==> src/sv/nsfr_pkg.sv <==
// shared types, constants and helper functions for the find and replace block
package nsfr_pkg;

    localparam int PATTERN_MAX = 8;
    localparam int REPLACE_MAX = 8;

    localparam int BYTE_W  = 8;
    localparam int LEN_W   = 4;
    localparam int WORD_W  = 64;
    localparam int PEND_IW = $clog2(PATTERN_MAX);
    localparam int REP_IW  = $clog2(REPLACE_MAX);

    localparam int APB_DW  = 64;
    localparam int APB_AW  = 6;

    // register indexes, byte address is eight times the index
    localparam logic [2:0] REG_PATTERN_WORD   = 3'd0;
    localparam logic [2:0] REG_PATTERN_LENGTH = 3'd1;
    localparam logic [2:0] REG_REPLACE_WORD   = 3'd2;
    localparam logic [2:0] REG_REPLACE_LENGTH = 3'd3;
    localparam logic [2:0] REG_FIRST_ONLY     = 3'd4;

    typedef enum logic [1:0] {
        SEL_PEND = 2'd0,
        SEL_ITEM = 2'd1,
        SEL_REPL = 2'd2
    } emit_sel_t;

    typedef struct packed {
        logic [WORD_W-1:0] pattern_word;
        logic [LEN_W-1:0]  plen;
        logic [WORD_W-1:0] replace_word;
        logic [LEN_W-1:0]  rlen;
        logic              first_only;
    } cfg_t;

    typedef struct packed {
        logic      take_item;
        logic      emit;
        emit_sel_t emit_sel;
        logic      begin_repl;
        logic      finish;
    } cmd_t;

    typedef struct packed {
        logic pass_mode;
        logic count_zero;
        logic prefix_ok;
        logic full_match;
        logic rep_done;
        logic can_emit;
        logic out_free;
        logic hold_valid;
        logic item_last;
    } status_t;

    // ascii case folding, upper case letters map to lower case
    function automatic logic [BYTE_W-1:0] fold_char(input logic [BYTE_W-1:0] c);
        logic [BYTE_W-1:0] r;
        r = c;
        if (c >= 8'h41 && c <= 8'h5A)
        begin
            r = c + 8'h20;
        end
        return r;
    endfunction

    function automatic logic [LEN_W-1:0] sat_len(input logic [LEN_W-1:0] len,
                                                 input logic [LEN_W-1:0] max_len);
        return (len > max_len) ? max_len : len;
    endfunction

endpackage

==> src/sv/nsfr_cfg.sv <==
// register file behind the apb-style configuration port
module nsfr_cfg
(
    input  logic                          clk,
    input  logic                          rst_n,
    input  logic                          psel,
    input  logic                          penable,
    input  logic                          pwrite,
    input  logic [nsfr_pkg::APB_AW-1:0]   paddr,
    input  logic [nsfr_pkg::APB_DW-1:0]   pwdata,
    output logic [nsfr_pkg::APB_DW-1:0]   prdata,
    output logic                          pready,
    output nsfr_pkg::cfg_t                cfg
);

    logic [nsfr_pkg::WORD_W-1:0] pattern_word_reg, pattern_word_next;
    logic [nsfr_pkg::LEN_W-1:0]  pattern_length_reg, pattern_length_next;
    logic [nsfr_pkg::WORD_W-1:0] replace_word_reg, replace_word_next;
    logic [nsfr_pkg::LEN_W-1:0]  replace_length_reg, replace_length_next;
    logic                        first_only_reg, first_only_next;

    logic       wr_en;
    logic [2:0] reg_idx;

    assign pready  = 1'b1;
    assign wr_en   = psel & penable & pwrite;
    assign reg_idx = paddr[5:3];

    always_comb
    begin
        pattern_word_next   = pattern_word_reg;
        pattern_length_next = pattern_length_reg;
        replace_word_next   = replace_word_reg;
        replace_length_next = replace_length_reg;
        first_only_next     = first_only_reg;
        if (wr_en)
        begin
            case (reg_idx)
                nsfr_pkg::REG_PATTERN_WORD:   pattern_word_next   = pwdata;
                nsfr_pkg::REG_PATTERN_LENGTH: pattern_length_next = pwdata[3:0];
                nsfr_pkg::REG_REPLACE_WORD:   replace_word_next   = pwdata;
                nsfr_pkg::REG_REPLACE_LENGTH: replace_length_next = pwdata[3:0];
                nsfr_pkg::REG_FIRST_ONLY:     first_only_next     = pwdata[0];
                default: ;
            endcase
        end
    end

    always_ff @(posedge clk or negedge rst_n)
    begin
        if (!rst_n)
        begin
            pattern_word_reg   <= '0;
            pattern_length_reg <= '0;
            replace_word_reg   <= '0;
            replace_length_reg <= '0;
            first_only_reg     <= 1'b0;
        end
        else
        begin
            pattern_word_reg   <= pattern_word_next;
            pattern_length_reg <= pattern_length_next;
            replace_word_reg   <= replace_word_next;
            replace_length_reg <= replace_length_next;
            first_only_reg     <= first_only_next;
        end
    end

    always_comb
    begin
        case (reg_idx)
            nsfr_pkg::REG_PATTERN_WORD:   prdata = pattern_word_reg;
            nsfr_pkg::REG_PATTERN_LENGTH: prdata = {60'd0, pattern_length_reg};
            nsfr_pkg::REG_REPLACE_WORD:   prdata = replace_word_reg;
            nsfr_pkg::REG_REPLACE_LENGTH: prdata = {60'd0, replace_length_reg};
            nsfr_pkg::REG_FIRST_ONLY:     prdata = {63'd0, first_only_reg};
            default:                      prdata = '0;
        endcase
    end

    // lengths above the maximum saturate
    assign cfg.pattern_word = pattern_word_reg;
    assign cfg.plen         = nsfr_pkg::sat_len(pattern_length_reg,
                                  nsfr_pkg::LEN_W'(nsfr_pkg::PATTERN_MAX));
    assign cfg.replace_word = replace_word_reg;
    assign cfg.rlen         = nsfr_pkg::sat_len(replace_length_reg,
                                  nsfr_pkg::LEN_W'(nsfr_pkg::REPLACE_MAX));
    assign cfg.first_only   = first_only_reg;

endmodule

==> src/sv/nsfr_dp.sv <==
// datapath: pending buffer, prefix compare, hold stage and output register
module nsfr_dp
(
    input  logic                          clk,
    input  logic                          rst_n,
    input  nsfr_pkg::cfg_t                cfg,
    input  nsfr_pkg::cmd_t                cmd,
    output nsfr_pkg::status_t             sts,
    input  logic [nsfr_pkg::BYTE_W-1:0]   text_byte,
    input  logic                          end_of_text,
    output logic [nsfr_pkg::BYTE_W-1:0]   out_byte,
    output logic                          out_last,
    output logic                          out_valid,
    input  logic                          out_stall
);

    logic [nsfr_pkg::BYTE_W-1:0] pend_reg [nsfr_pkg::PATTERN_MAX];
    logic [nsfr_pkg::BYTE_W-1:0] pend_next [nsfr_pkg::PATTERN_MAX];
    logic [nsfr_pkg::LEN_W-1:0]  count_reg, count_next;
    logic                        replaced_reg, replaced_next;
    logic [nsfr_pkg::LEN_W-1:0]  rep_idx_reg, rep_idx_next;
    logic [nsfr_pkg::BYTE_W-1:0] item_byte_reg, item_byte_next;
    logic                        item_last_reg, item_last_next;
    logic [nsfr_pkg::BYTE_W-1:0] hold_byte_reg, hold_byte_next;
    logic                        hold_valid_reg, hold_valid_next;
    logic [nsfr_pkg::BYTE_W-1:0] out_byte_reg, out_byte_next;
    logic                        out_last_reg, out_last_next;
    logic                        out_valid_reg, out_valid_next;

    logic                             pass_mode;
    logic                             out_free;
    logic                             pop;
    logic                             rep_inc;
    logic [nsfr_pkg::PATTERN_MAX-1:0] cmp_ok;
    logic                             prefix_ok;
    logic [nsfr_pkg::BYTE_W-1:0]      rep_byte;
    logic [nsfr_pkg::BYTE_W-1:0]      emit_byte;

    assign pass_mode = (cfg.plen == '0) || (cfg.first_only && replaced_reg);
    assign out_free  = !out_valid_reg || !out_stall;
    assign pop       = cmd.emit && (cmd.emit_sel == nsfr_pkg::SEL_PEND);
    assign rep_inc   = cmd.emit && (cmd.emit_sel == nsfr_pkg::SEL_REPL);

    // per-position compare, positions at or beyond the count always pass
    always_comb
    begin
        for (int i = 0; i < nsfr_pkg::PATTERN_MAX; i++)
        begin
            cmp_ok[i] = (nsfr_pkg::LEN_W'(i) >= count_reg) ||
                        (nsfr_pkg::fold_char(pend_reg[i]) ==
                         nsfr_pkg::fold_char(cfg.pattern_word[i*8 +: 8]));
        end
    end

    assign prefix_ok = (count_reg <= cfg.plen) && (&cmp_ok);

    assign rep_byte = cfg.replace_word[rep_idx_reg[nsfr_pkg::REP_IW-1:0]*8 +: 8];

    always_comb
    begin
        case (cmd.emit_sel)
            nsfr_pkg::SEL_PEND: emit_byte = pend_reg[0];
            nsfr_pkg::SEL_ITEM: emit_byte = item_byte_reg;
            nsfr_pkg::SEL_REPL: emit_byte = rep_byte;
            default:            emit_byte = item_byte_reg;
        endcase
    end

    always_comb
    begin
        pend_next      = pend_reg;
        count_next     = count_reg;
        replaced_next  = replaced_reg;
        rep_idx_next   = rep_idx_reg;
        item_byte_next = item_byte_reg;
        item_last_next = item_last_reg;

        if (cmd.take_item)
        begin
            item_byte_next = text_byte;
            item_last_next = end_of_text;
            if (!pass_mode)
            begin
                pend_next[count_reg[nsfr_pkg::PEND_IW-1:0]] = text_byte;
                count_next = count_reg + 1'b1;
            end
        end
        if (pop)
        begin
            for (int i = 0; i < nsfr_pkg::PATTERN_MAX - 1; i++)
            begin
                pend_next[i] = pend_reg[i+1];
            end
            count_next = count_reg - 1'b1;
        end
        if (rep_inc)
        begin
            rep_idx_next = rep_idx_reg + 1'b1;
        end
        if (cmd.begin_repl)
        begin
            count_next    = '0;
            rep_idx_next  = '0;
            replaced_next = 1'b1;
        end
        if (cmd.finish && item_last_reg)
        begin
            count_next    = '0;
            replaced_next = 1'b0;
        end
    end

    // one byte is always held back so the final byte of a text can carry last
    always_comb
    begin
        hold_byte_next  = hold_byte_reg;
        hold_valid_next = hold_valid_reg;
        out_byte_next   = out_byte_reg;
        out_last_next   = out_last_reg;
        out_valid_next  = out_valid_reg && out_stall;

        if (cmd.emit)
        begin
            if (hold_valid_reg)
            begin
                out_byte_next  = hold_byte_reg;
                out_last_next  = 1'b0;
                out_valid_next = 1'b1;
            end
            hold_byte_next  = emit_byte;
            hold_valid_next = 1'b1;
        end
        else if (cmd.finish && hold_valid_reg)
        begin
            out_byte_next   = hold_byte_reg;
            out_last_next   = item_last_reg;
            out_valid_next  = 1'b1;
            hold_valid_next = 1'b0;
        end
    end

    always_ff @(posedge clk or negedge rst_n)
    begin
        if (!rst_n)
        begin
            count_reg      <= '0;
            replaced_reg   <= 1'b0;
            rep_idx_reg    <= '0;
            hold_valid_reg <= 1'b0;
            out_valid_reg  <= 1'b0;
        end
        else
        begin
            count_reg      <= count_next;
            replaced_reg   <= replaced_next;
            rep_idx_reg    <= rep_idx_next;
            hold_valid_reg <= hold_valid_next;
            out_valid_reg  <= out_valid_next;
        end
    end

    always_ff @(posedge clk)
    begin
        pend_reg      <= pend_next;
        item_byte_reg <= item_byte_next;
        item_last_reg <= item_last_next;
        hold_byte_reg <= hold_byte_next;
        out_byte_reg  <= out_byte_next;
        out_last_reg  <= out_last_next;
    end

    assign sts.pass_mode  = pass_mode;
    assign sts.count_zero = (count_reg == '0);
    assign sts.prefix_ok  = prefix_ok;
    assign sts.full_match = prefix_ok && (count_reg == cfg.plen);
    assign sts.rep_done   = (rep_idx_reg >= cfg.rlen);
    assign sts.can_emit   = !hold_valid_reg || out_free;
    assign sts.out_free   = out_free;
    assign sts.hold_valid = hold_valid_reg;
    assign sts.item_last  = item_last_reg;

    assign out_byte  = out_byte_reg;
    assign out_last  = out_last_reg;
    assign out_valid = out_valid_reg;

endmodule

==> src/sv/nsfr_ctrl.sv <==
// controller state machine that sequences one text byte at a time
module nsfr_ctrl
(
    input  logic              clk,
    input  logic              rst_n,
    input  logic              in_valid,
    output logic              in_stall,
    input  nsfr_pkg::status_t sts,
    output nsfr_pkg::cmd_t    cmd
);

    typedef enum logic [5:0] {
        ST_IDLE  = 6'b000001,
        ST_FLUSH = 6'b000010,
        ST_SCAN  = 6'b000100,
        ST_REPL  = 6'b001000,
        ST_TAIL  = 6'b010000,
        ST_DONE  = 6'b100000
    } state_t;

    state_t state_reg, state_next;

    always_comb
    begin
        state_next = state_reg;
        cmd        = '0;
        in_stall   = (state_reg != ST_IDLE);
        case (state_reg)
            ST_IDLE:
            begin
                if (in_valid)
                begin
                    cmd.take_item = 1'b1;
                    state_next    = sts.pass_mode ? ST_FLUSH : ST_SCAN;
                end
            end
            ST_FLUSH:
            begin
                if (sts.can_emit)
                begin
                    cmd.emit = 1'b1;
                    if (!sts.count_zero)
                    begin
                        cmd.emit_sel = nsfr_pkg::SEL_PEND;
                    end
                    else
                    begin
                        cmd.emit_sel = nsfr_pkg::SEL_ITEM;
                        state_next   = ST_DONE;
                    end
                end
            end
            ST_SCAN:
            begin
                if (!sts.prefix_ok)
                begin
                    if (sts.can_emit)
                    begin
                        cmd.emit     = 1'b1;
                        cmd.emit_sel = nsfr_pkg::SEL_PEND;
                    end
                end
                else if (sts.full_match)
                begin
                    cmd.begin_repl = 1'b1;
                    state_next     = ST_REPL;
                end
                else
                begin
                    state_next = sts.item_last ? ST_TAIL : ST_DONE;
                end
            end
            ST_REPL:
            begin
                if (!sts.rep_done)
                begin
                    if (sts.can_emit)
                    begin
                        cmd.emit     = 1'b1;
                        cmd.emit_sel = nsfr_pkg::SEL_REPL;
                    end
                end
                else
                begin
                    state_next = sts.item_last ? ST_TAIL : ST_DONE;
                end
            end
            ST_TAIL:
            begin
                if (!sts.count_zero)
                begin
                    if (sts.can_emit)
                    begin
                        cmd.emit     = 1'b1;
                        cmd.emit_sel = nsfr_pkg::SEL_PEND;
                    end
                end
                else
                begin
                    state_next = ST_DONE;
                end
            end
            ST_DONE:
            begin
                if (!sts.hold_valid || sts.out_free)
                begin
                    cmd.finish = 1'b1;
                    state_next = ST_IDLE;
                end
            end
            default:
            begin
                state_next = ST_IDLE;
            end
        endcase
    end

    always_ff @(posedge clk or negedge rst_n)
    begin
        if (!rst_n)
        begin
            state_reg <= ST_IDLE;
        end
        else
        begin
            state_reg <= state_next;
        end
    end

endmodule

==> src/sv/nocase_stream_find_replace.sv <==
// top level of the case-insensitive streaming find and replace block
// each input byte is taken in the idle state, then flushed in pass-through mode or scanned
//   and, on a match, replaced, with a tail flush at a text end; output bytes pass the hold
//   and output registers; a new input byte is taken only after the last one is finished,
//   and output stalls can hold the flow
// reset: rst_n clears config, counts, flags and state; pending and other bytes stay unreset
module nocase_stream_find_replace
(
    input  logic                          clk,
    input  logic                          rst_n,
    // configuration port
    input  logic                          psel,
    input  logic                          penable,
    input  logic                          pwrite,
    input  logic [nsfr_pkg::APB_AW-1:0]   paddr,
    input  logic [nsfr_pkg::APB_DW-1:0]   pwdata,
    output logic [nsfr_pkg::APB_DW-1:0]   prdata,
    output logic                          pready,
    // input text stream
    input  logic                          in_valid,
    output logic                          in_stall,
    input  logic [nsfr_pkg::BYTE_W-1:0]   text_byte,
    input  logic                          end_of_text,
    // rewritten text stream
    output logic                          out_valid,
    input  logic                          out_stall,
    output logic [nsfr_pkg::BYTE_W-1:0]   out_byte,
    output logic                          out_last
);

    nsfr_pkg::cfg_t    cfg;
    nsfr_pkg::cmd_t    cmd;
    nsfr_pkg::status_t sts;

    // registers, lengths arrive already saturated to the maxima
    nsfr_cfg u_cfg
    (
        .clk     (clk),
        .rst_n   (rst_n),
        .psel    (psel),
        .penable (penable),
        .pwrite  (pwrite),
        .paddr   (paddr),
        .pwdata  (pwdata),
        .prdata  (prdata),
        .pready  (pready),
        .cfg     (cfg)
    );

    // sequencer: take a byte, then flush, scan, replace and tail as needed
    nsfr_ctrl u_ctrl
    (
        .clk      (clk),
        .rst_n    (rst_n),
        .in_valid (in_valid),
        .in_stall (in_stall),
        .sts      (sts),
        .cmd      (cmd)
    );

    // buffer, compare and output side; one byte is held back so the last
    // byte of a text is known before it leaves
    nsfr_dp u_dp
    (
        .clk         (clk),
        .rst_n       (rst_n),
        .cfg         (cfg),
        .cmd         (cmd),
        .sts         (sts),
        .text_byte   (text_byte),
        .end_of_text (end_of_text),
        .out_byte    (out_byte),
        .out_last    (out_last),
        .out_valid   (out_valid),
        .out_stall   (out_stall)
    );

endmodule
==> config.mk <==
export PLATFORM = sky130hd
export DESIGN_NAME = nocase_stream_find_replace
export DESIGN_NICKNAME = d
export VERILOG_FILES = /design/src/sv/nsfr_pkg.sv /design/src/sv/nsfr_cfg.sv /design/src/sv/nsfr_dp.sv /design/src/sv/nsfr_ctrl.sv /design/src/sv/nocase_stream_find_replace.sv
export SDC_FILE = /design/constraint.sdc
export NUM_CORES = 1
export LEC_CHECK = 0
export BUFFER_PORTS_ARGS = -buffer_cell sky130_fd_sc_hd__buf_4
export CELL_PAD_IN_SITES_DETAIL_PLACEMENT = 1
export CELL_PAD_IN_SITES_GLOBAL_PLACEMENT = 2
export CORE_ASPECT_RATIO = 0.9
export CORE_MARGIN = 2
export CORE_UTILIZATION = 40
export CTS_BUF_LIST = sky130_fd_sc_hd__clkbuf_4 sky130_fd_sc_hd__clkbuf_8 sky130_fd_sc_hd__clkbuf_16
export DETAILED_ROUTE_END_ITERATION = 8
export GPL_TIMING_DRIVEN = 0
export PLACE_DENSITY = 0.85
export SYNTH_ARGS = -nofsm -noshare
export SYNTH_HDL_FRONTEND = slang
export SYNTH_SLANG_ARGS = --single-unit
==> constraint.sdc <==
create_clock -name clk -period 5.1 [get_ports clk]
set_clock_uncertainty 0.05 [all_clocks]
set_input_delay 0.765 -clock clk [delete_from_list [all_inputs] [get_ports clk]]
set_output_delay 0.765 -clock clk [all_outputs]
set_load 0.005 [all_outputs]
Word-level counts from Yosys, hierarchy flattened
Cells that the tools add are included.
Storage, ports and cells
  register bits: 244
  input port bits: 86
Cells by class
  $add $sub $neg: 19
  order comparisons: 46
  equality and inequality tests: 29
  shift-type cells: 1
  mux-type cells: 71
  bitwise logic cells: 4
  reduce and logical (&&, ||, !) cells: 59
Operators by type and width (number)
  $pmux W64 S5: 1
  $mux W8: 20
  $add A8 B6 Y8 const B: 16
  $ge A8 B7 Y1 const B: 16
  $le A8 B7 Y1 const B: 16
  $mux W64: 2
  $bwmux W64: 1
  $eq A8 B8 Y1: 8
  $shiftx A64 B7 Y8: 1
  $mux W56: 1
  $mux W6: 8
  $mux W4: 9
  $pmux W6 S6: 1
  $logic_and A1 B1 Y1: 25
  $demux W8 S3: 1
  $mux W3: 7
  $mux W1: 18
  $reduce_and A2 Y1: 9
  $ge A3 B4 Y1 const A: 4
  $pmux W8 S2: 1
  $pmux W3 S4: 1
  $logic_or A1 B1 Y1: 11
  $ne A2 B2 Y1 const B: 5
  $add A4 B1 Y4 const B: 2
  other kinds (33): 45

Logic depth before layout (Yosys ltp)
Gate-level depths: netlist of the first run.
  depth in word-level cells: 14
  depth in mapped cells: 16
  gate-level depth less buffers: 14

By module
From an unflattened synthesis of the first run, not the netlist that was laid out.
Second synthesis, totals
  cells, all modules: 1147
  area, all modules: 13688.1 µm²
Modules (own cells, without submodules)
  nsfr_dp: times used 1, cells an instance 695, area an instance 6905.4 µm²
  nsfr_cfg: times used 1, cells an instance 395, area an instance 6284.8 µm²
  nsfr_ctrl: times used 1, cells an instance 57, area an instance 498.0 µm²

Worst setup path before layout of the first run
No wires, ideal clock.
  path kind: register -> register
  start: register u_dp.rep_idx_reg[0] (netlist bit)
  end: register u_dp.pend_reg[48] (netlist bit) (enable)
  setup time: 0.283 ns
  data arrival time: 3.846 ns
  setup slack: 0.921 ns
  stages on the path, launching flop included: 16
  clock period less this slack: 4.179 ns
  path through: dfrtp_1 -> clkbuf_1 -> clkbuf_1 -> inv_1 -> ha_1 -> nand2b_1 -> a21o_1 -> a21o_1 -> a2111oi_2 -> o2111ai_1 -> inv_1 -> nor2_1 -> a21o_1 -> buf_4 -> buf_2 -> or2_1
Between the ends
  longest elaborated chain between the ends: 7
Ends and longest elaborated chain
  start: declaration: RTL line nsfr_dp.sv:21  | logic [nsfr_pkg::LEN_W-1:0] rep_idx_reg, rep_idx_next;
  start signal: assignment: RTL line nsfr_dp.sv:156  | rep_idx_reg <= rep_idx_next;
  $ge A4 B4 Y1 (*): RTL line nsfr_dp.sv:176  | assign sts.rep_done = (rep_idx_reg >= cfg.rlen);
  $mux W3 (*): RTL line nsfr_ctrl.sv:75  | if (!sts.rep_done)
  $pmux W3 S4 (*): RTL line nsfr_ctrl.sv:28  | case (state_reg)
  $logic_not A2 Y1: RTL line nsfr_dp.sv:41  | assign pop = cmd.emit && (cmd.emit_sel == nsfr_pkg::SEL_PEND);
  $logic_and A1 B1 Y1 (*): RTL line nsfr_dp.sv:41
  $ne A2 B2 Y1 (no source line) or $reduce_bool A2 Y1 (tied branches)
  $reduce_and A2 Y1 (no source line) (*)
  end signal: assignment: RTL line nsfr_dp.sv:164  | pend_reg <= pend_next;
  end: declaration: RTL line nsfr_dp.sv:17  | logic [nsfr_pkg::BYTE_W-1:0] pend_reg [nsfr_pkg::PATTERN_MAX];
Every way passes the cells marked *; elsewhere a longest branch is shown, timed or not.
A chain may end at the register's enable or synchronous reset.

Worst setup path after layout of the first run
  start: register u_dp.rep_idx_reg[0] (netlist bit)
  end: register u_dp.pend_reg[49] (netlist bit) (enable)
The elaborated chain is that of the path after synthesis.

==> results of run 1 <==
## worst max-delay path by stage
| stage | to | slack [ns] | cells after the start |
|---|---|---|---|
| finish | u_dp.pend_reg[49]$_DFFE_PP_ | 0.56 | 14 |
| detailed placement | u_dp.out_byte[4]$_DFFE_PP_ | -0.34 | 12 |
| global route | u_dp.pend_reg[53]$_DFFE_PP_ | 0.18 | 14 |
| CTS | u_dp.pend_reg[55]$_DFFE_PP_ | 0.52 | 14 |
| global placement | u_dp.pend_reg[50]$_DFFE_PP_ | -0.27 | 15 |
| floorplan | u_dp.pend_reg[48]$_DFFE_PP_ | 0.92 | 15 |
## layout make-up
cell class,instances,area share (%)
Buffer,46,1.244
Clock buffer,34,4.691
Clock inverter,14,1.244
Inverter,13,0.3090
Multi-Input combinational cell,756,40.10
Sequential cell,244,41.53
Tap cell,416,3.296
Timing Repair Buffer,156,7.591
## logic make-up after synthesis
logic type      after synthesis
compound gates              253
flops                       244
simple gates                225
mux                         167
xor+xnor                     81
buf+inv                      60
fa+ha+maj                    29
other cells                   1
## power by group
part / internal, mW / switching, mW / leakage [nW] / total (mW)
clock: 1.28 / 0.811 / 0.471 / 2.09
sequential: 2.69 / 0.620 / 2.81 / 3.31
combinational: 1.11 / 1.21 / 3.29 / 2.32
total: 5.07 / 2.64 / 6.57 / 7.71
## per-stage QoR
step / worst slack, ns / utilization [%] / instances
2_1_floorplan: 0.9206 / - / 1060
3_3_place_gp: -0.2702 / 46.09 / 1630
3_5_place_dp: -0.3354 / 46.24 / 1632
4_1_cts: 0.5178 / 49.15 / 1679
5_1_grt: 0.1841 / 49.17 / 1679
6_report: 0.5635 / 49.17 / 1679
## worst register-to-register path: cells and delay by family (launching register included)
kind	cells	cell delay [ns]
fa+ha+maj	1	0.31
simple gates	3	0.70
flops	1	0.36
compound gates	5	1.49
buf+inv	5	1.34
## per-layer routing
layer / wire (um) / up-vias / track usage, %
li1: - / 4479 / -
met1: 18290 / 5132 / 32.73
met2: 20490 / 242 / 42.04
met3: 2100 / 61 / 4.071
met4: 1120 / 4 / 6.584
met5: 25 / - / 0
## Yosys cell counts (20+ instances only)
| master | instances | area [um2] |
|---|---|---|
| nand2_1 | 47 | 176.4 |
| xnor2_1 | 47 | 411.6 |
| mux2_2 | 136 | 1531 |
| a21oi_1 | 31 | 155.2 |
| dfrtp_1 | 153 | 3829 |
| edfxtp_1 | 90 | 2703 |
| xor2_1 | 32 | 280.3 |
| o21bai_1 | 25 | 187.7 |
| o21ai_0 | 20 | 100.1 |
| nor2_1 | 54 | 202.7 |
| ha_1 | 29 | 362.9 |
| a22o_1 | 117 | 1025 |
| nor3_1 | 29 | 145.1 |
| clkbuf_1 | 36 | 135.1 |
## timing repair
action / CTS / global route
setup endpoints to repair: 125 / 0
resized for setup: 2 / 0
hold buffers: 0 / 0
==> out/results.ini, run 1 <==
[run_status]
status = finished, final reports clean

[worst_setup_path]
endpoint_kind = flip-flop
path_class = flip-flop to flip-flop
crit_buf_inv = 5
cp.required_ns = 5.30
worstPathArrival_ns = 4.74
worstReg2RegEnd = u_dp.pend_reg[49]$_DFFE_PP_
path_max_fanout = 18
crit_top_cell = a21o_1
critPathMaxStageDelay_ns = 0.59
r2r_slack_ns = 0.56
path_delay_family = compound AO/OA/AOI/OAI gates
worstSetupStartpoint = u_dp.rep_idx_reg[0]$_DFFE_PN0P_
crit_slowest_cell = a2111oi_2
worst_setup_path_start_kind = flip-flop
crit_chain = clkbuf_2 > inv_1 > ha_1 > nand2b_1 > a21o_1 > a21o_1 > a2111oi_2 > o2111ai_1 > inv_1 > nor2_1 > a21o_1 > buf_4 > buf_2 > or2_1
r2r_cells = 14
reg2reg_from = u_dp.rep_idx_reg[0]$_DFFE_PN0P_

[clock_tree]
cts_tree = yes
root_buffer = clkbuf_16
cts_made_buffers = 27
clock-sinks = 244
clk_latency_ns = 0.54
cts_max_path_buffers = 3
htree_levels = 1
cts.reportedPaths.clkPinSlew_ns = 0.06
cts_setup_buffers = 0

[worst_hold_path]
worst_hold_path_type = input port to asynchronous set/reset pin

[synthesis]
synth_seq_cells = 244
synth-compound-area-share_pct = 15.35
synthXorXnorAreaFrac_pct = 5.615
yosysUniqueCellTypes = 67
synth_mux_area_share_pct = 15.84
synthSimpleGateAreaFrac_pct = 8.551
yosysSeqAreaShare_pct = 49.96
async_reset_ff_share_pct = 63.11
yosys_warnings = 0
synth_fa_ha_area_share_pct = 2.765
avgSynthCellArea_um2 = 12.38
synth_top_family_by_area = multiplexers
syn-num-nets = 1175
synth_edf_count = 90
synth_top_flop_cell = dfrtp_1
synth_area_um2 = 13130
syn_inst = 1060

[placed_design]
port_buffers = 154
gp_congestion = 0.8569
place_area_um2 = 14850
dp_hpwl_um = 32550

[die]
rows = 62
start_util_pct = 40.87
die_h_um = 175.8
die_w_um = 194.9
ios = 162
core_um2 = 32120
die-area_um2 = 34280

[route]
via_per_inst = 5.907
vias = 9918
antenna_left = 0
drt-wirelength-per-cell_um = 25.03
wirelength_um = 42030
drc_errors = 0
drt-initial-drc-count = 581
drtPass1Iterations = 5

[final_layout]
final-seq-area_um2 = 6558
drive_gt1_share_pct = 30.09
mostFrequentLayoutCells = buf_4, dfrtp_1, mux2_2
nets = 1359
areaGrowthSynthToFinish_pct = 20.31
multi_input_area_um2 = 6332
final_area_um2 = 15790
num_antenna_cells = 0
fillCellCount = 3380
layout_commonest_cell = buf_4

[pwr]
power_density_nw_per_um2 = 488.3
total_power_mw = 7.711
leakage_nw = 6.573
irDropWorstVdd_uv = 237.5

[global_routing]
grt_pass1_wl_um = 64480
grt_max_degree = 114
grtUsageTotal_pct = 24.67
grt_pass1_vias = 10591
overflow = 0
antenna_found_initial = 2

[sta]
min_period_ns = 4.537
slew_headroom_pct = 28.98
hold_viol = 0
finalSetupViolCount = 0
hold-worst-slack_ns = 0.04854
rsz0062_at_grt = false
tightest_slew_ns = 1.061
max_freq_mhz = 220.4
finalCritPeriodShare_pct = 88.95
tns_ns = 0
maxSlewViolCount = 0

[flow_run]
drv_cap = 0

Note: power is estimated with default switching activity, not from simulation.
==> run 2: changes to the inputs <==
Settings changed: PLACE_DENSITY 0.85 to 0.86, SYNTH_HIERARCHICAL from default to 1.
==> run 2 against run 1 <==
Effect of this change: combinational power shrank 30%; fmax shrank 5.8%; clock-buffer cell count grew 7; first-iteration DRC count shrank 11%; global-route usage is essentially flat; total power shrank 16%; sequential share of layout area shrank 2.0 points; worst hold slack gained 0.014 ns; critical endpoint is now u_dp/pend_reg[10]$_DFFE_PP_; largest cell class is now multi-input combinational cells; wire length grew 3.7%; non-clock buffer count grew 19; via count grew 3.8%.
==> out/results.ini, run 2 <==
[run_status]
status = finished, final reports clean

[global_routing]
grt-busiest-layer = met2
grtUsageTotal_pct = 24.65
grt_pass1_vias = 10855
grt_pass1_wl_um = 66720
grt_max_degree = 116
met2_usage_pct = 39.78
antenna_found_initial = 0
grt_util_met3_pct = 4.559
grt_use_met1_pct = 33.52
overflow = 0

[worst_setup_path]
worst_setup_path_start_kind = flip-flop
endpoint_kind = flip-flop
worstPathArrival_ns = 5.01
crit_chain = or4_1 > o21bai_2 > nor4_1 > xnor2_1 > xnor2_1 > a41oi_2 > nor2_1 > and4_1 > buf_4 > nor3b_1 > o21ai_1 > nand2_1 > and3_4 > or3b_2 > clkbuf_1 > buf_4 > nand2_4 > o21ai_0
path_class = flip-flop to flip-flop
cp.required_ns = 5.30
crit_slowest_cell = or4_1
critPathMaxStageDelay_ns = 0.56
path_max_fanout = 10

[die]
die_h_um = 179.5
rows = 64
die_w_um = 199.0
die-area_um2 = 35720
start_util_pct = 40.41
ios = 162
core_um2 = 33870

[synthesis]
synth-compound-area-share_pct = 12.73
avgSynthCellArea_um2 = 11.93
synthTopCellsByArea = dfrtp_1, edfxtp_1, mux2_4
ys_top_cells_by_count = dfrtp_1, nand2_1, edfxtp_1, mux2_2, o21ai_0
yosysUniqueCellTypes = 81
synth_seq_cells = 244
yosysTopAreaCell = dfrtp_1
async_reset_ff_share_pct = 63.11
synth_top_family_by_area = multiplexers
syn-num-nets = 1262
yosys_warnings = 6
synth_top_flop_cell = dfrtp_1
synth.most_common_cell = dfrtp_1
yosysSeqAreaShare_pct = 47.91
synth.top_cell.area_share_pct = 27.97
synthSimpleGateAreaFrac_pct = 10.59
synth_edf_count = 90
synth_fa_ha_area_share_pct = 2.651
synth_area_um2 = 13690
synthXorXnorAreaFrac_pct = 4.991
syn_inst = 1147
synth_mux_area_share_pct = 16.85

[route]
via_per_inst = 5.668
drc_errors = 0
drtPass1Iterations = 5
vias = 10298
wirelength_um = 43600
drt-wirelength-per-cell_um = 24.00
antenna_left = 0
drt-initial-drc-count = 518

[pwr]
switchingPower_mw = 2.071
clockPowerShare_pct = 30.8
switching_share_pct = 32.06
pwr-share-seq_pct = 44.0
power_density_nw_per_um2 = 389.5
p_int_mw = 4.389
irDropWorstVdd_uv = 228.8
leakage_nw = 6.963
total_power_mw = 6.460
pwr-share-comb_pct = 25.1

[final_layout]
mostFrequentLayoutCells = buf_4, dfrtp_1, nand2_1
num_antenna_cells = 0
layout_commonest_cell = buf_4
drive_gt1_share_pct = 33.36
areaGrowthSynthToFinish_pct = 21.17
fillCellCount = 3596
final_util_pct = 48.97
nets = 1450

[flow_run]
drv_cap = 0

[clock_tree]
clock-sinks = 244
cts_made_buffers = 27
root_buffer = clkbuf_16
cts_tree = yes
cts.reportedPaths.clkPinSlew_ns = 0.06
cts_max_path_buffers = 3
clk_latency_ns = 0.54
htree_levels = 1

[placed_design]
port_buffers = 154
dp_hpwl_um = 32950
dp_slack_ns = -0.7109
gp_congestion = 0.8521

[sta]
hold_viol = 0
min_period_ns = 4.817
finalSetupViolCount = 0
slew_headroom_pct = 40.11
tightest_slew_ns = 0.8983
tns_ns = 0
finalCritPeriodShare_pct = 94.44
post-route-worst-setup-slack_ns = 0.2834
hold-worst-slack_ns = 0.06205
max_freq_mhz = 207.6
maxSlewViolCount = 0

[worst_hold_path]
worst_hold_path_type = input port to asynchronous set/reset pin

[run 2: kinds of logic after synthesis]
| logic type | Yosys count |
|---|---|
| AO/OA/AOI/OAI | 250 |
| flip-flops | 244 |
| adder cells (fa/ha/maj) | 29 |
| other | 1 |
| AND/OR/NAND/NOR | 286 |
| buffers and inverters | 92 |
| multiplexers | 167 |
| XOR/XNOR | 78 |
[run 2: path summary, 6_finish.rpt]
| path | endpoint | slack [ns] | cells past startpoint | startpoint |
|---|---|---|---|---|
| max reg2reg | u_dp/pend_reg[10]$_DFFE_PP_ | 0.28 | 18 | u_cfg/pattern_word_reg[33]$_DFFE_PN0P_ |
| min | u_cfg/replace_word_reg[7]$_DFFE_PN0P_ | 0.06 | 1 | rst_n |
| max in group asynchronous | u_cfg/pattern_word_reg[50]$_DFFE_PN0P_ | 4.01 | 2 | rst_n |
| min in group clk | u_dp/item_last_reg$_DFFE_PP_ | 0.37 | 1 | end_of_text |
| max | u_dp/pend_reg[10]$_DFFE_PP_ | 0.28 | 18 | u_cfg/pattern_word_reg[33]$_DFFE_PN0P_ |
| min reg2reg | u_dp/out_byte[5]$_DFFE_PP_ | 0.37 | 0 | u_dp/hold_byte_reg[5]$_DFFE_PP_ |
[run 2: what timing repair did]
action / CTS / global route
pin swaps: 0 / 5
hold buffers: 0 / 0
buffers inserted: 0 / 5
setup endpoints to repair: 116 / 115
resized for setup: 13 / 31
[run 2: final cells by class]
| class | count | area (um2) | share of cell area, % |
|---|---|---|---|
| plain buffers | 61 | 471.7 | 2.844 |
| clock buffers | 41 | 845.8 | 5.100 |
| clock inverters | 8 | 65.06 | 0.3923 |
| inverters | 30 | 112.6 | 0.6789 |
| multi-input cells | 811 | 6726 | 40.56 |
| flip-flops and latches | 244 | 6558 | 39.54 |
| well taps | 462 | 578.1 | 3.485 |
| repair buffers | 160 | 1229 | 7.408 |
[run 2: worst max-delay path: cells and delay by family, from the launching register on]
kind,cells,cell delay (ns)
buffers and inverters,3,0.56
and+or+nand+nor,9,2.17
AOI/OAI and AO/OA,4,0.88
DFF,1,0.46
xor gates and xnor gates,2,0.39
[run 2: per-stage QoR]
step	cell area [um2]	instances
after floorplan	13690	1147
after global placement	15420	1763
after detailed placement	15460	1764
after CTS	16410	1813
after global routing	16590	1817
final	16590	1817
[run 2: power by group through the flow]
stage               Combinational [mW]  Sequential, mW  Clock, mW
floorplan                         1.10            2.67          0
global placement                  1.50            2.85          0
detailed placement                1.57            2.87          0
CTS                               1.60            2.84       2.04
global route                      1.78            2.89       2.11
finish                            1.62            2.84       1.99
[run 2: routing by layer]
| layer | part of all wire (%) | vias to the layer above |
|---|---|---|
| met4 | 3.5 | 0 |
| met5 | 0 | - |
| met1 | 44 | 5284 |
| li1 | - | 4639 |
| met3 | 5.7 | 78 |
| met2 | 47 | 297 |
==> run 3: changes to the inputs <==
--- a/config.mk
+++ b/config.mk
@@ -15,5 +15,5 @@
 export DETAILED_ROUTE_END_ITERATION = 8
 export GPL_TIMING_DRIVEN = 0
-export PLACE_DENSITY = 0.86
+export PLACE_DENSITY_LB_ADDON = 0.1
 export SYNTH_ARGS = -nofsm -noshare
 export SYNTH_HDL_FRONTEND = slang
==> constraint.sdc (replaced) <==
create_clock -name clk -period 5.1 [get_ports clk]
set_clock_uncertainty 0.05 [all_clocks]
set_input_delay 1.02 -clock clk [delete_from_list [all_inputs] [get_ports clk]]
set_output_delay 1.02 -clock clk [all_outputs]
set_load 0.005 [all_outputs]
==> run 3 against run 2 <==
Effect of this change: sequential share of layout area is essentially flat; final area is 0.12% lower; clock-buffer cell count is 2 lower; wire length is 0.32% higher; sequential power about the same; die area unchanged; via count fell by 1.3%; critical path depth shrank 1.
==> out/results.ini, run 3 (synthesis gave the netlist of run 2 again) <==
[run_status]
status = finished, final reports clean

[flow_run]
drv_cap = 0

[worst_setup_path]
r2r_cells = 17
crit_slowest_cell = or4_1
reg2reg_from = u_dp/pend_reg[12]$_DFFE_PP_
critPathMaxStageDelay_ns = 0.55
path_max_fanout = 14
worstReg2RegEnd = u_dp/pend_reg[30]$_DFFE_PP_
path_delay_family = simple AND/OR/NAND/NOR gates
crit_chain = or4_1 > o22a_1 > a41oi_2 > xor2_2 > nor4_4 > o22ai_2 > nor2_1 > and4_1 > buf_4 > nor3b_1 > o21ai_1 > nand2_1 > and3_4 > or3b_2 > clkbuf_1 > nand2_1 > o21ai_0
worstPathArrival_ns = 5.08
path_class = flip-flop to flip-flop
cp.required_ns = 5.31
endpoint_kind = flip-flop
crit_buf_inv = 2
r2r_slack_ns = 0.23
crit_top_cell = nand2_1
worst_setup_path_start_kind = flip-flop

[global_routing]
antenna_found_initial = 0
overflow = 0
grtUsageTotal_pct = 24.85
grt_max_degree = 95
grt_pass1_vias = 10648
grt_pass1_wl_um = 66620

[die]
ios = 162
die_h_um = 179.5
rows = 64
start_util_pct = 40.41
die-area_um2 = 35720
core_um2 = 33870
die_w_um = 199.0

[clock_tree]
clock-sinks = 244
hold_buffers = 0
cts.reportedPaths.clkPinSlew_ns = 0.06
cts_max_path_buffers = 3
cts_tree = yes
root_buffer = clkbuf_16
cts_setup_buffers = 0
cts_made_buffers = 28
clk_latency_ns = 0.56
htree_levels = 1

[sta]
finalSetupViolCount = 0
tightest_slew_ns = 1.257
slew_headroom_pct = 16.03
post-route-worst-setup-slack_ns = 0.2253
rsz0062_at_grt = true
finalCritPeriodShare_pct = 95.58
max_freq_mhz = 205.1
hold_viol = 0
maxSlewViolCount = 0
min_period_ns = 4.875

[route]
drc_errors = 0
wirelength_um = 43740
drt-initial-drc-count = 534
vias = 10160
drtPass1Iterations = 5
via_per_inst = 5.595
antenna_left = 0
drt-wirelength-per-cell_um = 24.08

[final_layout]
drive_gt1_share_pct = 33.09
multi_input_area_um2 = 6683
final_util_pct = 48.91
mostFrequentLayoutCells = buf_4, dfrtp_1, nand2_1
nets = 1447
layout_commonest_cell = buf_4
stdcell_count = 1816
final-seq-area_um2 = 6558
areaGrowthSynthToFinish_pct = 21.02
fillCellCount = 3610
num_antenna_cells = 0

[pwr]
leakage_nw = 6.958
power_density_nw_per_um2 = 393.5
irDropWorstVdd_uv = 189.5

[worst_hold_path]
worst_hold_path_type = input port to asynchronous set/reset pin

[placed_design]
placed_cells = 1764
dp_slack_ns = -0.7058
gp_congestion = 0.8389
dp_hpwl_um = 33520
port_buffers = 154

run 3: cell count changes in the layout (fill, tap and decap cells not counted), moves of 2 or more:
cell / before / now
buf_4: 166 / 161
clkbuf_4: 9 / 4
clkbuf_8: 5 / 8
clkinv_1: 3 / 0
clkinv_2: 3 / 9
clkinvlp_4: 0 / 2
nand2_2: 6 / 8
nand2_4: 7 / 5
run 3: worst register-to-register path: cells and delay by family, from the launching register on:
family | cells | cell delay [ns]
AOI/OAI and AO/OA | 5 | 1.12
DFF | 1 | 0.49
and+or+nand+nor | 9 | 2.39
xor gates and xnor gates | 1 | 0.21
buffers and inverters | 2 | 0.34
run 3: layout make-up:
class                           instances  share of cell area [%]
Buffer                                 62                   2.885
Clock buffer                           39                   5.234
Clock inverter                         13                  0.5967
Inverter                               30                  0.6798
Multi-Input combinational cell        811                   40.34
Sequential cell                       244                   39.58
Tap cell                              462                   3.489
Timing Repair Buffer                  155                   7.190
run 3: timing repair:
| item | CTS | global route |
|---|---|---|
| pin swaps | 0 | 3 |
| gates cloned | 0 | 0 |
| hold endpoints to repair | 0 | 0 |
| endpoints found under the setup margin | 116 | 115 |
| resized for setup | 14 | 22 |
run 3: how the worst max path moves through the flow:
| stage | depth (start not counted) | endpoint | from | slack [ns] |
|---|---|---|---|---|
| 6_report | 17 | u_dp/pend_reg[30]$_DFFE_PP_ | u_dp/pend_reg[12]$_DFFE_PP_ | 0.23 |
| 5_1_grt | 17 | u_dp/pend_reg[14]$_DFFE_PP_ | u_dp/pend_reg[12]$_DFFE_PP_ | -0.07 |
| 4_1_cts | 18 | u_dp/pend_reg[12]$_DFFE_PP_ | u_dp/pend_reg[12]$_DFFE_PP_ | -0.03 |
| 3_5_place_dp | 18 | u_dp/pend_reg[12]$_DFFE_PP_ | u_dp/pend_reg[12]$_DFFE_PP_ | -0.71 |
| 3_3_place_gp | 18 | u_dp/pend_reg[10]$_DFFE_PP_ | u_dp/pend_reg[12]$_DFFE_PP_ | -0.66 |
| 2_1_floorplan | 17 | u_dp/pend_reg[16]$_DFFE_PP_ | u_dp/pend_reg[56]$_DFFE_PP_ | 0.81 |
run 3: layer usage:
| metal | up-vias | GRT usage (%) | share of wire, % | wire length, um |
|---|---|---|---|---|
| met5 | - | 0 | 0 | 0 |
| met4 | 0 | 6.269 | 2.6 | 1125 |
| met3 | 59 | 4.822 | 5.3 | 2334 |
| met2 | 232 | 41.27 | 48 | 21100 |
| met1 | 5231 | 33.32 | 44 | 19180 |
| li1 | 4638 | - | - | - |
run 3: where the power goes:
group	internal (mW)	switching (mW)	leakage, nW	total [mW]
clock	1.24	0.837	0.486	2.07
sequential	2.39	0.469	2.83	2.86
combinational	0.799	0.787	3.64	1.59
total	4.43	2.09	6.96	6.52
run 3: through the flow:
step / setup TNS, ns / total power [mW] / hold WS [ns] / instance area (um2)
finish: 0 / 6.519 / 0.3430 / 16570
global route: -0.4549 / 6.863 / 0.3797 / 16570
CTS: -0.02754 / 6.569 / 0.3491 / 16460
detailed placement: -60.79 / 4.457 / 0.3571 / 15460
global placement: -53.12 / 4.388 / 0.3543 / 15420
floorplan: 0 / 3.773 / 0.3503 / 13690
